`src/hw/rtl/gbmeo_pkg.sv`:
```
// ----------------------------------------------------------------------------
// gbmeo_pkg
// Shared types, constants and tables of the GBM European option pricer.
// ----------------------------------------------------------------------------
package gbmeo_pkg;

  localparam int unsigned CFG_IDX_W = 3;
  localparam int unsigned CFG_DATA_W = 32;

  // Register indexes
  localparam logic [CFG_IDX_W-1:0] REG_OPTION_IS_CALL  = 3'd0;
  localparam logic [CFG_IDX_W-1:0] REG_STRIKE_PRICE    = 3'd1;
  localparam logic [CFG_IDX_W-1:0] REG_SPOT_PRICE      = 3'd2;
  localparam logic [CFG_IDX_W-1:0] REG_DRIFT_PER_STEP  = 3'd3;
  localparam logic [CFG_IDX_W-1:0] REG_VOLATILITY      = 3'd4;
  localparam logic [CFG_IDX_W-1:0] REG_STEPS_PER_PATH  = 3'd5;
  localparam logic [CFG_IDX_W-1:0] REG_PATH_COUNT      = 3'd6;
  localparam logic [CFG_IDX_W-1:0] REG_DISCOUNT_FACTOR = 3'd7;

  // Fixed-point constants, Q.30
  localparam logic [30:0] LOG2E_Q30 = 31'd1549082005;
  localparam logic [29:0] LN2_Q30   = 30'd744261118;
  localparam logic [30:0] ONE_Q30   = 31'd1073741824;

  localparam logic [3:0]  SER_TERMS = 4'd14;
  localparam int unsigned TOTAL_W   = 56;

  typedef struct packed {
    logic        option_is_call;
    logic [31:0] strike_price;
    logic [31:0] spot_price;
    logic [23:0] drift_per_step;
    logic [17:0] volatility;
    logic [12:0] steps_per_path;
    logic [20:0] path_count;
    logic [16:0] discount_factor;
  } cfg_t;

  // Controller to datapath commands
  typedef struct packed {
    logic step;
    logic exp_y;
    logic exp_t;
    logic ser_mul;
    logic ser_rec;
    logic ser_fix;
    logic price_mul;
    logic price_shift;
    logic payoff;
    logic div_start;
    logic pv_mul;
    logic out_load;
  } cmd_t;

  // Datapath to controller status
  typedef struct packed {
    logic path_end;
    logic ser_last;
    logic batch_end;
    logic div_done;
    logic out_free;
  } status_t;

  // floor(2^32 / n) for the series divisors 1..14
  function automatic logic [32:0] recip_q32(input logic [3:0] n);
    logic [32:0] r;
    case (n)
      4'd1:    r = 33'd4294967296;
      4'd2:    r = 33'd2147483648;
      4'd3:    r = 33'd1431655765;
      4'd4:    r = 33'd1073741824;
      4'd5:    r = 33'd858993459;
      4'd6:    r = 33'd715827882;
      4'd7:    r = 33'd613566756;
      4'd8:    r = 33'd536870912;
      4'd9:    r = 33'd477218588;
      4'd10:   r = 33'd429496729;
      4'd11:   r = 33'd390451572;
      4'd12:   r = 33'd357913941;
      4'd13:   r = 33'd330382099;
      4'd14:   r = 33'd306783378;
      default: r = 33'd0;
    endcase
    return r;
  endfunction

endpackage

```
`src/hw/rtl/gbmeo_ctrl.sv`:
```
// ----------------------------------------------------------------------------
// gbmeo_ctrl
// Sequencer: sample steps, path-end exponential, payoff, batch-end average.
// ----------------------------------------------------------------------------
module gbmeo_ctrl
  import gbmeo_pkg::*;
(
  input  logic    clk,
  input  logic    rst_n,
  input  logic    in_valid,
  output logic    in_ready,
  input  status_t status,
  output cmd_t    cmd
);

  typedef enum logic [3:0] {
    S_IDLE,
    S_EXP_Y,
    S_EXP_T,
    S_SER_MUL,
    S_SER_REC,
    S_SER_FIX,
    S_PRICE_MUL,
    S_PRICE_SHIFT,
    S_PAYOFF,
    S_DIV_START,
    S_DIV_WAIT,
    S_PV_MUL,
    S_PV_OUT
  } state_t;

  state_t state_r, state_nxt;

  always_comb begin
    state_nxt = state_r;
    cmd       = '0;
    in_ready  = 1'b0;
    case (state_r)
      S_IDLE: begin
        in_ready = 1'b1;
        if (in_valid) begin
          cmd.step = 1'b1;
          if (status.path_end) begin
            state_nxt = S_EXP_Y;
          end
        end
      end
      S_EXP_Y: begin
        cmd.exp_y = 1'b1;
        state_nxt = S_EXP_T;
      end
      S_EXP_T: begin
        cmd.exp_t = 1'b1;
        state_nxt = S_SER_MUL;
      end
      S_SER_MUL: begin
        cmd.ser_mul = 1'b1;
        state_nxt   = S_SER_REC;
      end
      S_SER_REC: begin
        cmd.ser_rec = 1'b1;
        state_nxt   = S_SER_FIX;
      end
      S_SER_FIX: begin
        cmd.ser_fix = 1'b1;
        state_nxt   = status.ser_last ? S_PRICE_MUL : S_SER_MUL;
      end
      S_PRICE_MUL: begin
        cmd.price_mul = 1'b1;
        state_nxt     = S_PRICE_SHIFT;
      end
      S_PRICE_SHIFT: begin
        cmd.price_shift = 1'b1;
        state_nxt       = S_PAYOFF;
      end
      S_PAYOFF: begin
        cmd.payoff = 1'b1;
        state_nxt  = status.batch_end ? S_DIV_START : S_IDLE;
      end
      S_DIV_START: begin
        cmd.div_start = 1'b1;
        state_nxt     = S_DIV_WAIT;
      end
      S_DIV_WAIT: begin
        if (status.div_done) begin
          state_nxt = S_PV_MUL;
        end
      end
      S_PV_MUL: begin
        cmd.pv_mul = 1'b1;
        state_nxt  = S_PV_OUT;
      end
      S_PV_OUT: begin
        if (status.out_free) begin
          cmd.out_load = 1'b1;
          state_nxt    = S_IDLE;
        end
      end
      default: begin
        state_nxt = S_IDLE;
      end
    endcase
  end

  always_ff @(posedge clk) begin
    if (!rst_n) begin
      state_r <= S_IDLE;
    end else begin
      state_r <= state_nxt;
    end
  end

endmodule

```
`config.mk`:
```
export PLATFORM = sky130hd
export DESIGN_NAME = gbmeo_ctrl
export DESIGN_NICKNAME = d
export VERILOG_FILES = /design/src/hw/rtl/gbmeo_pkg.sv /design/src/hw/rtl/gbmeo_ctrl.sv
export SDC_FILE = /design/constraint.sdc
export NUM_CORES = 1
export LEC_CHECK = 0
export ABC_AREA = 1
export BUFFER_PORTS_ARGS = -buffer_cell sky130_fd_sc_hd__buf_2
export CAP_MARGIN = 20
export CORE_AREA = 2 2 39 41
export DETAILED_ROUTE_END_ITERATION = 6
export DIE_AREA = 0 0 41 43
export HOLD_SLACK_MARGIN = 0.02
export PLACE_DENSITY = 0.63
export SETUP_SLACK_MARGIN = 0.4
export SKIP_LAST_GASP = 1
export SLEW_MARGIN = 25
export SYNTH_ARGS = -nofsm -noshare
export SYNTH_HDL_FRONTEND = slang
export SYNTH_SLANG_ARGS = --single-unit
```
`constraint.sdc`:
```
create_clock -name clk -period 1.4 [get_ports clk]
set_clock_uncertainty 0.2 [all_clocks]
set_input_delay 0.14 -clock clk [delete_from_list [all_inputs] [get_ports clk]]
set_output_delay 0.14 -clock clk [all_outputs]
set_load 0.05 [all_outputs]
```
### After elaboration in Yosys (flattened, before gate mapping)

Cells that the tools add are included.

* memories: 0
* output and inout port bits: 13
* bits of input ports: 8
* word-level logic and storage cells: 41
* flip-flop bits (word level): 4
* memory bits (writable): 0
* memory bits (read-only): 0
* bits in latches: 0

* magnitude comparators: 0
* equal/unequal tests: 16
* bitwise logic cells: 0
* shift-type cells: 0
* $add $sub $neg: 0
* $mul: 0
* reductions and logical operators: 2
* div/mod/pow operators: 0
* multiplexer cells: 22

Operators with widths (number)
* 4-bit case mux with 13 select lines: 1
* 4-bit == test (second input constant): 5
* 4-bit two-way mux: 5
* 4-bit by 3-bit == test with 1-bit output (second input constant): 4
* 1-bit two-way mux: 15
* 4-bit by 2-bit == test with 1-bit output (second input constant): 2
* 2-bit != test (second input constant): 4
* 4-bit by 1-bit == test with 1-bit output (second input constant): 1
* 4-bit logical NOT: 1
* 4-bit AND reduction: 1
* 3-bit two-way mux: 1

### Logic depth before layout (Yosys ltp)

Gate-level depths: netlist of the first run.

* depth after elaboration: 3
* mapped depth: 7
* gate-level depth less buffers: 7

### Worst setup path after synthesis of the first run

Ideal clock, no wire load.

* path kind: flip-flop to output port
* from: reg state_r[0]
* to: out cmd[0] (netlist name)
* data arrival time: 1665 ps
* stages on the path, launching flop included: 4
* path buffers: 0
* required time: 1060 ps
* slack: -605 ps
* cells stage by stage: dfxtp_1 nor2_2 inv_2 nor3_1

RTL lines
* start, declared: line gbmeo_ctrl.sv:32 `state_t state_r, state_nxt;`
* start signal, assigned: line gbmeo_ctrl.sv:109 `state_r <= state_nxt;`
* end, declared: line gbmeo_ctrl.sv:13 `output cmd_t cmd`

==> impl_results.md, run 1 <==
* Status: complete, but fails checks
* Failing checks: negative setup slack
* Clock Pin Slew Worst Setup and Hold Paths at 0.04 ns
* Mapped Area at 346.6 sq um
* WP buf/inv at 2
* Reg-to-reg critical path endpoint: state_r[0]$_SDFFE_PN0P_
* Final setup margin at -0.07711 ns
* Residual antenna-violating net count after detailed routing at 0
* GRT Resource Usage Total at 0.1637
* Total Power at 2145 uW
* Vias in the first global route at about 480
* Starting Density at 0.2505
* Reg-to-reg startpoint: state_r[1]$_SDFFE_PN0P_
* Avg WL per Cell at 10.84 microns
* DR vias/cell at 4.449
* CP Capture Type: output port
* Iteration-0 DRC Markers at 3
* Dpl cell area at 618.1 sq um
* Synth top area share at 0.2310
* Die Y at 43 microns
* RSZ-0062 raised after global routing: yes
* Largest register FFs at 4
* R2R cell count at 9
* Crit path largest cell delay at 0.38 ns
* Post-route design area at slightly below 900 sq um
* Num ports at 21
* WS Path Type: flip-flop to output port
* Congestion Overflow GR at 0
* PD cells at between 2000 and 2500 nW/um^2
* Period utilization at 1.055
* Largest net degree at the start of global routing at 7
* CTS buffer count at 3
* Max-slew headroom at 0.8181
* Filler instances at 116
* Area grow syn2layout at 155.6%
* Synth Instances at between 60 and 70
* Final hold slack at 0.02977 ns
* Worst hold path type: input pin to flip-flop
* Biggest regs: state_r x4
* Largest Register: state_r
* CTS tree: done
* Top post-synthesis cells by area: dfxtp_1 23%, nor2_1 22%, nand2_1 18%, inv_1 14%, nand3_1 10%
* Mean area per synthesized cell at about 5 sq um
* First-pass GRT wire length at about 1900 microns
* Nets at 111
* Slowest CP cell: dfxtp_4
* Hold Violations, Final at 0
* Min-delay src: status[3]
* Number of antenna violations at the first check in global routing at 0
* Reg2reg setup slack at -0.04 ns
* Fmax at 677.0 MHz
* WHS Path Cells at 5
* PortBufs at 20
* Area of the core at 1384 sq um
* Post-layout min period at 1.477 ns
* Cell family with most CP delay: flip-flops
* Layout cells sized above 1 at 0.6569
* Peak supply drop at ~0.0011 V
* Final wirelength at 1279 microns
* Crit Path Max Fanout at 6
* CP Data Arrival Time at 1.14 ns
* FF+latch count, synth at 4
* Final setup vio count at 14
* CP Launch Type: flip-flop
* Die area at 1763 sq um
* Post-Syn Nets at 77
* Row count at 14
* Max Cap Viol at 0
* CTS Root Cell: clkbuf_4
* Leak at 0.0004126 uW
* Final Max Slew Viols at 0
* Synth area leader: dfxtp_1
* Yosys warning total at 0
* Worst Tran Pin Value at 0.2700 ns
* Sink Count at 4
* Worst path depth at 4
* Area of the multi-input gates at 387.9 sq um
* CTS HTree Levels at 1
* Gp weighted congestion at 0.8345
* Required @ worst endpoint at 1.06 ns
* Netlist cell types at 12
* Worst skew pair latency at 0.24 ns
* Ordered list of cells on the worst path: nand2_1 -> buf_4 -> nor2_4 -> buf_8
* DRT Pass-1 Iters at 2
* FF/Latch Area at approximately 95 sq um
* DRC Markers at 0
* Clock tree buffer depth at 2
* Via count at 525
* Hold EP: state_r[2]$_SDFFE_PN0P_
* Die width at 41 microns
* Sequential area share after synthesis at 0.2310
* Ant. Diodes at 0
[cell usage after synthesis]
library cell,n
and3_1,1
dfxtp_1,4
inv_1,13
inv_2,1
nand2_1,17
nand3_1,7
nor2_1,20
nor2_2,2
nor3_1,1
nor4_1,1
o21ai_0,1
o21ai_1,1
[report_power, final]
group	internal (uW)	leakage (uW)	switching (uW)
sequential	186	0.0000356	107
clock	108	0.0000150	56.4
combinational	691	0.000362	998
total	985	0.000413	1160
[through the flow]
stage | TNS (ns) | utilization | instances | setup WS [ns]
detailed placement | 0 | 0.4467 | 107 | 0.05542
finish | -0.6381 | 0.6401 | 118 | -0.07711
floorplan | 0 | - | 69 | 0.007413
global placement | 0 | 0.4467 | 107 | 0.06266
global route | -1.495 | 0.6401 | 118 | -0.1305
CTS | -0.5433 | 0.5769 | 114 | -0.08549
[how the worst max path moves through the flow]
stage | to | slack, ns | startpoint
after floorplan | cmd[0] | 0.007 | state_r[1]$_SDFFE_PN0P_
after global routing | cmd[8] | -0.13 | state_r[0]$_SDFFE_PN0P_
after detailed placement | cmd[0] | 0.06 | state_r[1]$_SDFFE_PN0P_
after CTS | cmd[0] | -0.09 | state_r[0]$_SDFFE_PN0P_
final | cmd[8] | -0.08 | state_r[0]$_SDFFE_PN0P_
after global placement | cmd[0] | 0.06 | state_r[1]$_SDFFE_PN0P_
[worst register-to-register path, delay by kind of cell, from the launching register on]
kind	cells	cell delay [ns]
buffers and inverters	3	0.32
flip-flops	1	0.36
AND/OR/NAND/NOR	6	0.45
[area by class of cell]
class	instances	share of cell area
well taps	16	0.02260
repair buffers	29	0.3305
flip-flops and latches	4	0.1073
clock buffers	4	0.02966
multi-input cells	51	0.4379
inverters	14	0.07203
[timing repair]
action / 4_1_cts / 5_1_grt
setup buffers: 2 / 4
pin swaps: 6 / 4
endpoints found under the hold margin: 4 / 0
setup endpoints to repair: 17 / 17
resized for setup: 37 / 15
hold buffers: 1 / 0
cloned: 0 / 0
[layout by cell type (no fill, tap or decap), types with 2 or more instances in the layout]
| cell type | n |
|---|---|
| nor2_4 | 13 |
| nand2_1 | 13 |
| buf_8 | 9 |
| inv_1 | 8 |
| nor2_1 | 8 |
| buf_2 | 7 |
| buf_6 | 6 |
| buf_4 | 6 |
| dfxtp_4 | 4 |
| inv_4 | 3 |
| nand3_2 | 3 |
| clkbuf_4 | 3 |
| nand2_2 | 2 |
| inv_2 | 2 |
| nand2_4 | 2 |
| nand3_1 | 2 |
| nand3_4 | 2 |
[routing by layer]
metal,share of wire,GRT usage,up-vias
li1,-,-,277
met1,0.38,0.1929,234
met2,0.57,0.2656,14
met3,0.042,0.06283,0
met4,0,0.04000,0
met5,0,0,-
[cells by family (layout without fill, tap and decap cells)]
logic type | after synthesis | in the layout | synth area share
DFF | 4 | 4 | 0.2311
and+or+nand+nor | 49 | 49 | 0.5884
buffers and inverters | 14 | 47 | 0.1516
AOI/OAI and AO/OA | 2 | 2 | 0.02885
No activity file was read; power rests on OpenSTA's default activity.
==> inputs of run 2 (changes only) <==
Settings changed: PLACE_DENSITY 0.63 to unset.
Clock period 1.4 ns to 1.31 ns, I/O delays scaled along.
==> impl_results.md, run 2 (synthesis results as in run 1) <==
* Max Cap Viol at 0 (unchanged)
* Most frequent cells in the layout: 12 x nor2_4, 11 x nand2_1, 10 x nor2_1, 10 x buf_8
* Number of antenna violations at the first check in global routing at 0 (unchanged)
* Hold Violations, Final at 4 (+4)
* Die area at 1763 sq um (unchanged)
* Worst Tran Pin Value at 0.2095 ns (-0.06050 ns)
* Area grow syn2layout at 146.6%
* Final setup vio count at 15 (+1)
* Pre-CTS setup slack at -0.02746 ns (-0.08288 ns)
* HPWL after DPL at 890 microns
* Area of the core at 1384 sq um (unchanged)
* Period utilization at 1.111
* CTS HTree Levels at 1 (unchanged)
* Critical path launch point: state_r[2]$_SDFFE_PN0P_
* WS Path Type: flip-flop to output port
* PortBufs at 20 (unchanged)
* Post-route design area at 854.6 sq um (-3.5%)
* DRC Markers at 0 (unchanged)
* Via count at 545 (+3.8%)
* Iteration-0 DRC Markers at 11 (+8)
* Nets at 110 (-0.90%)
* Min-delay src: rst_n
* CP Capture Type: output port
* Final hold slack at -0.09652 ns (-0.1263 ns)
* Max-slew headroom at 0.8588 (+0.04076)
* Required @ worst endpoint at 0.98 ns (-0.08 ns)
* DR vias/cell at 4.658 (+4.7%)
* RSZ-0062 raised after global routing: yes
* Largest Register: state_r
* Biggest regs: state_r x4
* CTS tree: done
* Slowest CP cell: dfxtp_4
* First-pass GRT wire length at 1904 microns (-1.8%)
* Largest net degree at the start of global routing at 7 (unchanged)
* Status: complete, but fails checks
* Starting Density at 0.2505 (unchanged)
* Largest register FFs at 4 (unchanged)
* Final Max Slew Viols at 0 (unchanged)
* Post-layout min period at around 1.5 ns
* Final setup margin at -0.1454 ns (-0.06826 ns)
* Failing checks: negative hold slack, negative setup slack
* Fmax at around 690 MHz
* GRT Resource Usage Total at 0.1548 (-0.008881)
* Dpl cell area at 640.6 sq um (+3.6%)
* Sink Count at 4 (unchanged)
* Final wirelength at 1202 microns (-6.0%)
* Avg WL per Cell at 10.27 microns (-5.2%)
* Crit path largest cell delay at 0.38 ns (about the same)
* CTS buffer count at 3 (unchanged)
* Residual antenna-violating net count after detailed routing at 0 (unchanged)
* Peak supply drop at 0.001456 V (+27%)
* Die Y at 43 microns (unchanged)
* Worst hold path type: input pin to flip-flop
* PD cells at 2468 nW/um^2 (+1.9%)
* CP Data Arrival Time at 1.12 ns (-0.02 ns)
* CP Launch Type: flip-flop
* Commonest non-fill, non-tap cell in the layout: nor2_4
* Worst skew pair latency at 0.24 ns (about the same)
* Row count at 14 (unchanged)
* Reg-to-reg startpoint: state_r[0]$_SDFFE_PN0P_
* Die width at 41 microns (unchanged)
* Ordered list of cells on the worst path: nor2_4 -> inv_4 -> nor2_4 -> buf_8
* Leak at 0.0004076 uW (-1.2%)
* Num ports at 21 (unchanged)
* Gp weighted congestion at 0.8686 (+4.1%)
* Clock Pin Slew Worst Setup and Hold Paths at 0.04 ns (about the same)
* Layout cells sized above 1 at 0.6535 (-0.003397)
* Congestion Overflow GR at 0 (unchanged)
* DRT Pass-1 Iters at 4 (+2)
* Crit Path Max Fanout at 6 (unchanged)
* Clock tree buffer depth at 2 (unchanged)
* Critical Path Most Common Cell: nor2_4
* CTS Root Cell: clkbuf_4
* Vias in the first global route at 484 (+0.21%)
* Ant. Diodes at 0 (unchanged)
## run 2: cell count changes in the layout (fill, tap and decap cells not counted), moves of 2 or more
| cell | previous run | this run |
|---|---|---|
| nor2_1 | 8 | 10 |
| nand2_1 | 13 | 11 |
| nand3_4 | 2 | 0 |
| buf_4 | 6 | 8 |
| buf_6 | 6 | 3 |
## run 2: power breakdown
group	total, uW	internal [uW]	switching [uW]
Sequential	308	199	109
Clock	167	114	52.6
Combinational	1630	623	1010
Total	2110	936	1170
## run 2: cell type report
type / instances / area, sq um
Tap cell: 16 / 20.02
Fill cell: 123 / 529.3
Timing Repair Buffer: 28 / 279.0
Inverter: 14 / 66.31
Clock buffer: 4 / 26.28
Multi-Input combinational cell: 51 / 367.9
Sequential cell: 4 / 95.09
## run 2: stage by stage
| step | total power, uW | instances | util | setup TNS (ns) |
|---|---|---|---|---|
| floorplan | 1329 | 69 | - | -0.1265 |
| finish | 2109 | 117 | 0.6175 | -1.439 |
| detailed placement | 1608 | 110 | 0.4629 | -0.04731 |
| CTS | 2002 | 116 | 0.5823 | -1.498 |
| global route | 2252 | 117 | 0.6175 | -2.355 |
| global placement | 1607 | 110 | 0.4629 | -0.02412 |
## run 2: routing by layer
| layer | track usage | part of all wire | up-vias |
|---|---|---|---|
| li1 | - | - | 275 |
| met1 | 0.1839 | 0.39 | 251 |
| met2 | 0.2656 | 0.57 | 19 |
| met3 | 0.04712 | 0.044 | 0 |
| met4 | 0.02000 | 0 | 0 |
| met5 | 0 | 0 | - |
## run 2: what timing repair did
| item | 4_1_cts | 5_1_grt |
|---|---|---|
| setup endpoints to repair | 17 | 17 |
| gates resized for setup | 38 | 11 |
| gates cloned | 0 | 0 |
| setup buffers | 2 | 1 |
| endpoints found under the hold margin | 4 | 4 |
| pin swaps | 6 | 4 |
## run 2: critical path: cells and delay by family, from the launching register on
family / cells / cell delay, ns
flops: 1 / 0.38
simple gates: 2 / 0.27
buf+inv: 2 / 0.23
## run 2: final timing paths
kind	end	slack, ns	cells past startpoint
min reg2reg	state_r[1]$_SDFFE_PN0P_	0.49	4
min	state_r[2]$_SDFFE_PN0P_	-0.1	3
max reg2reg	state_r[3]$_SDFFE_PN0P_	-0.02	8
max	cmd[10]	-0.15	4
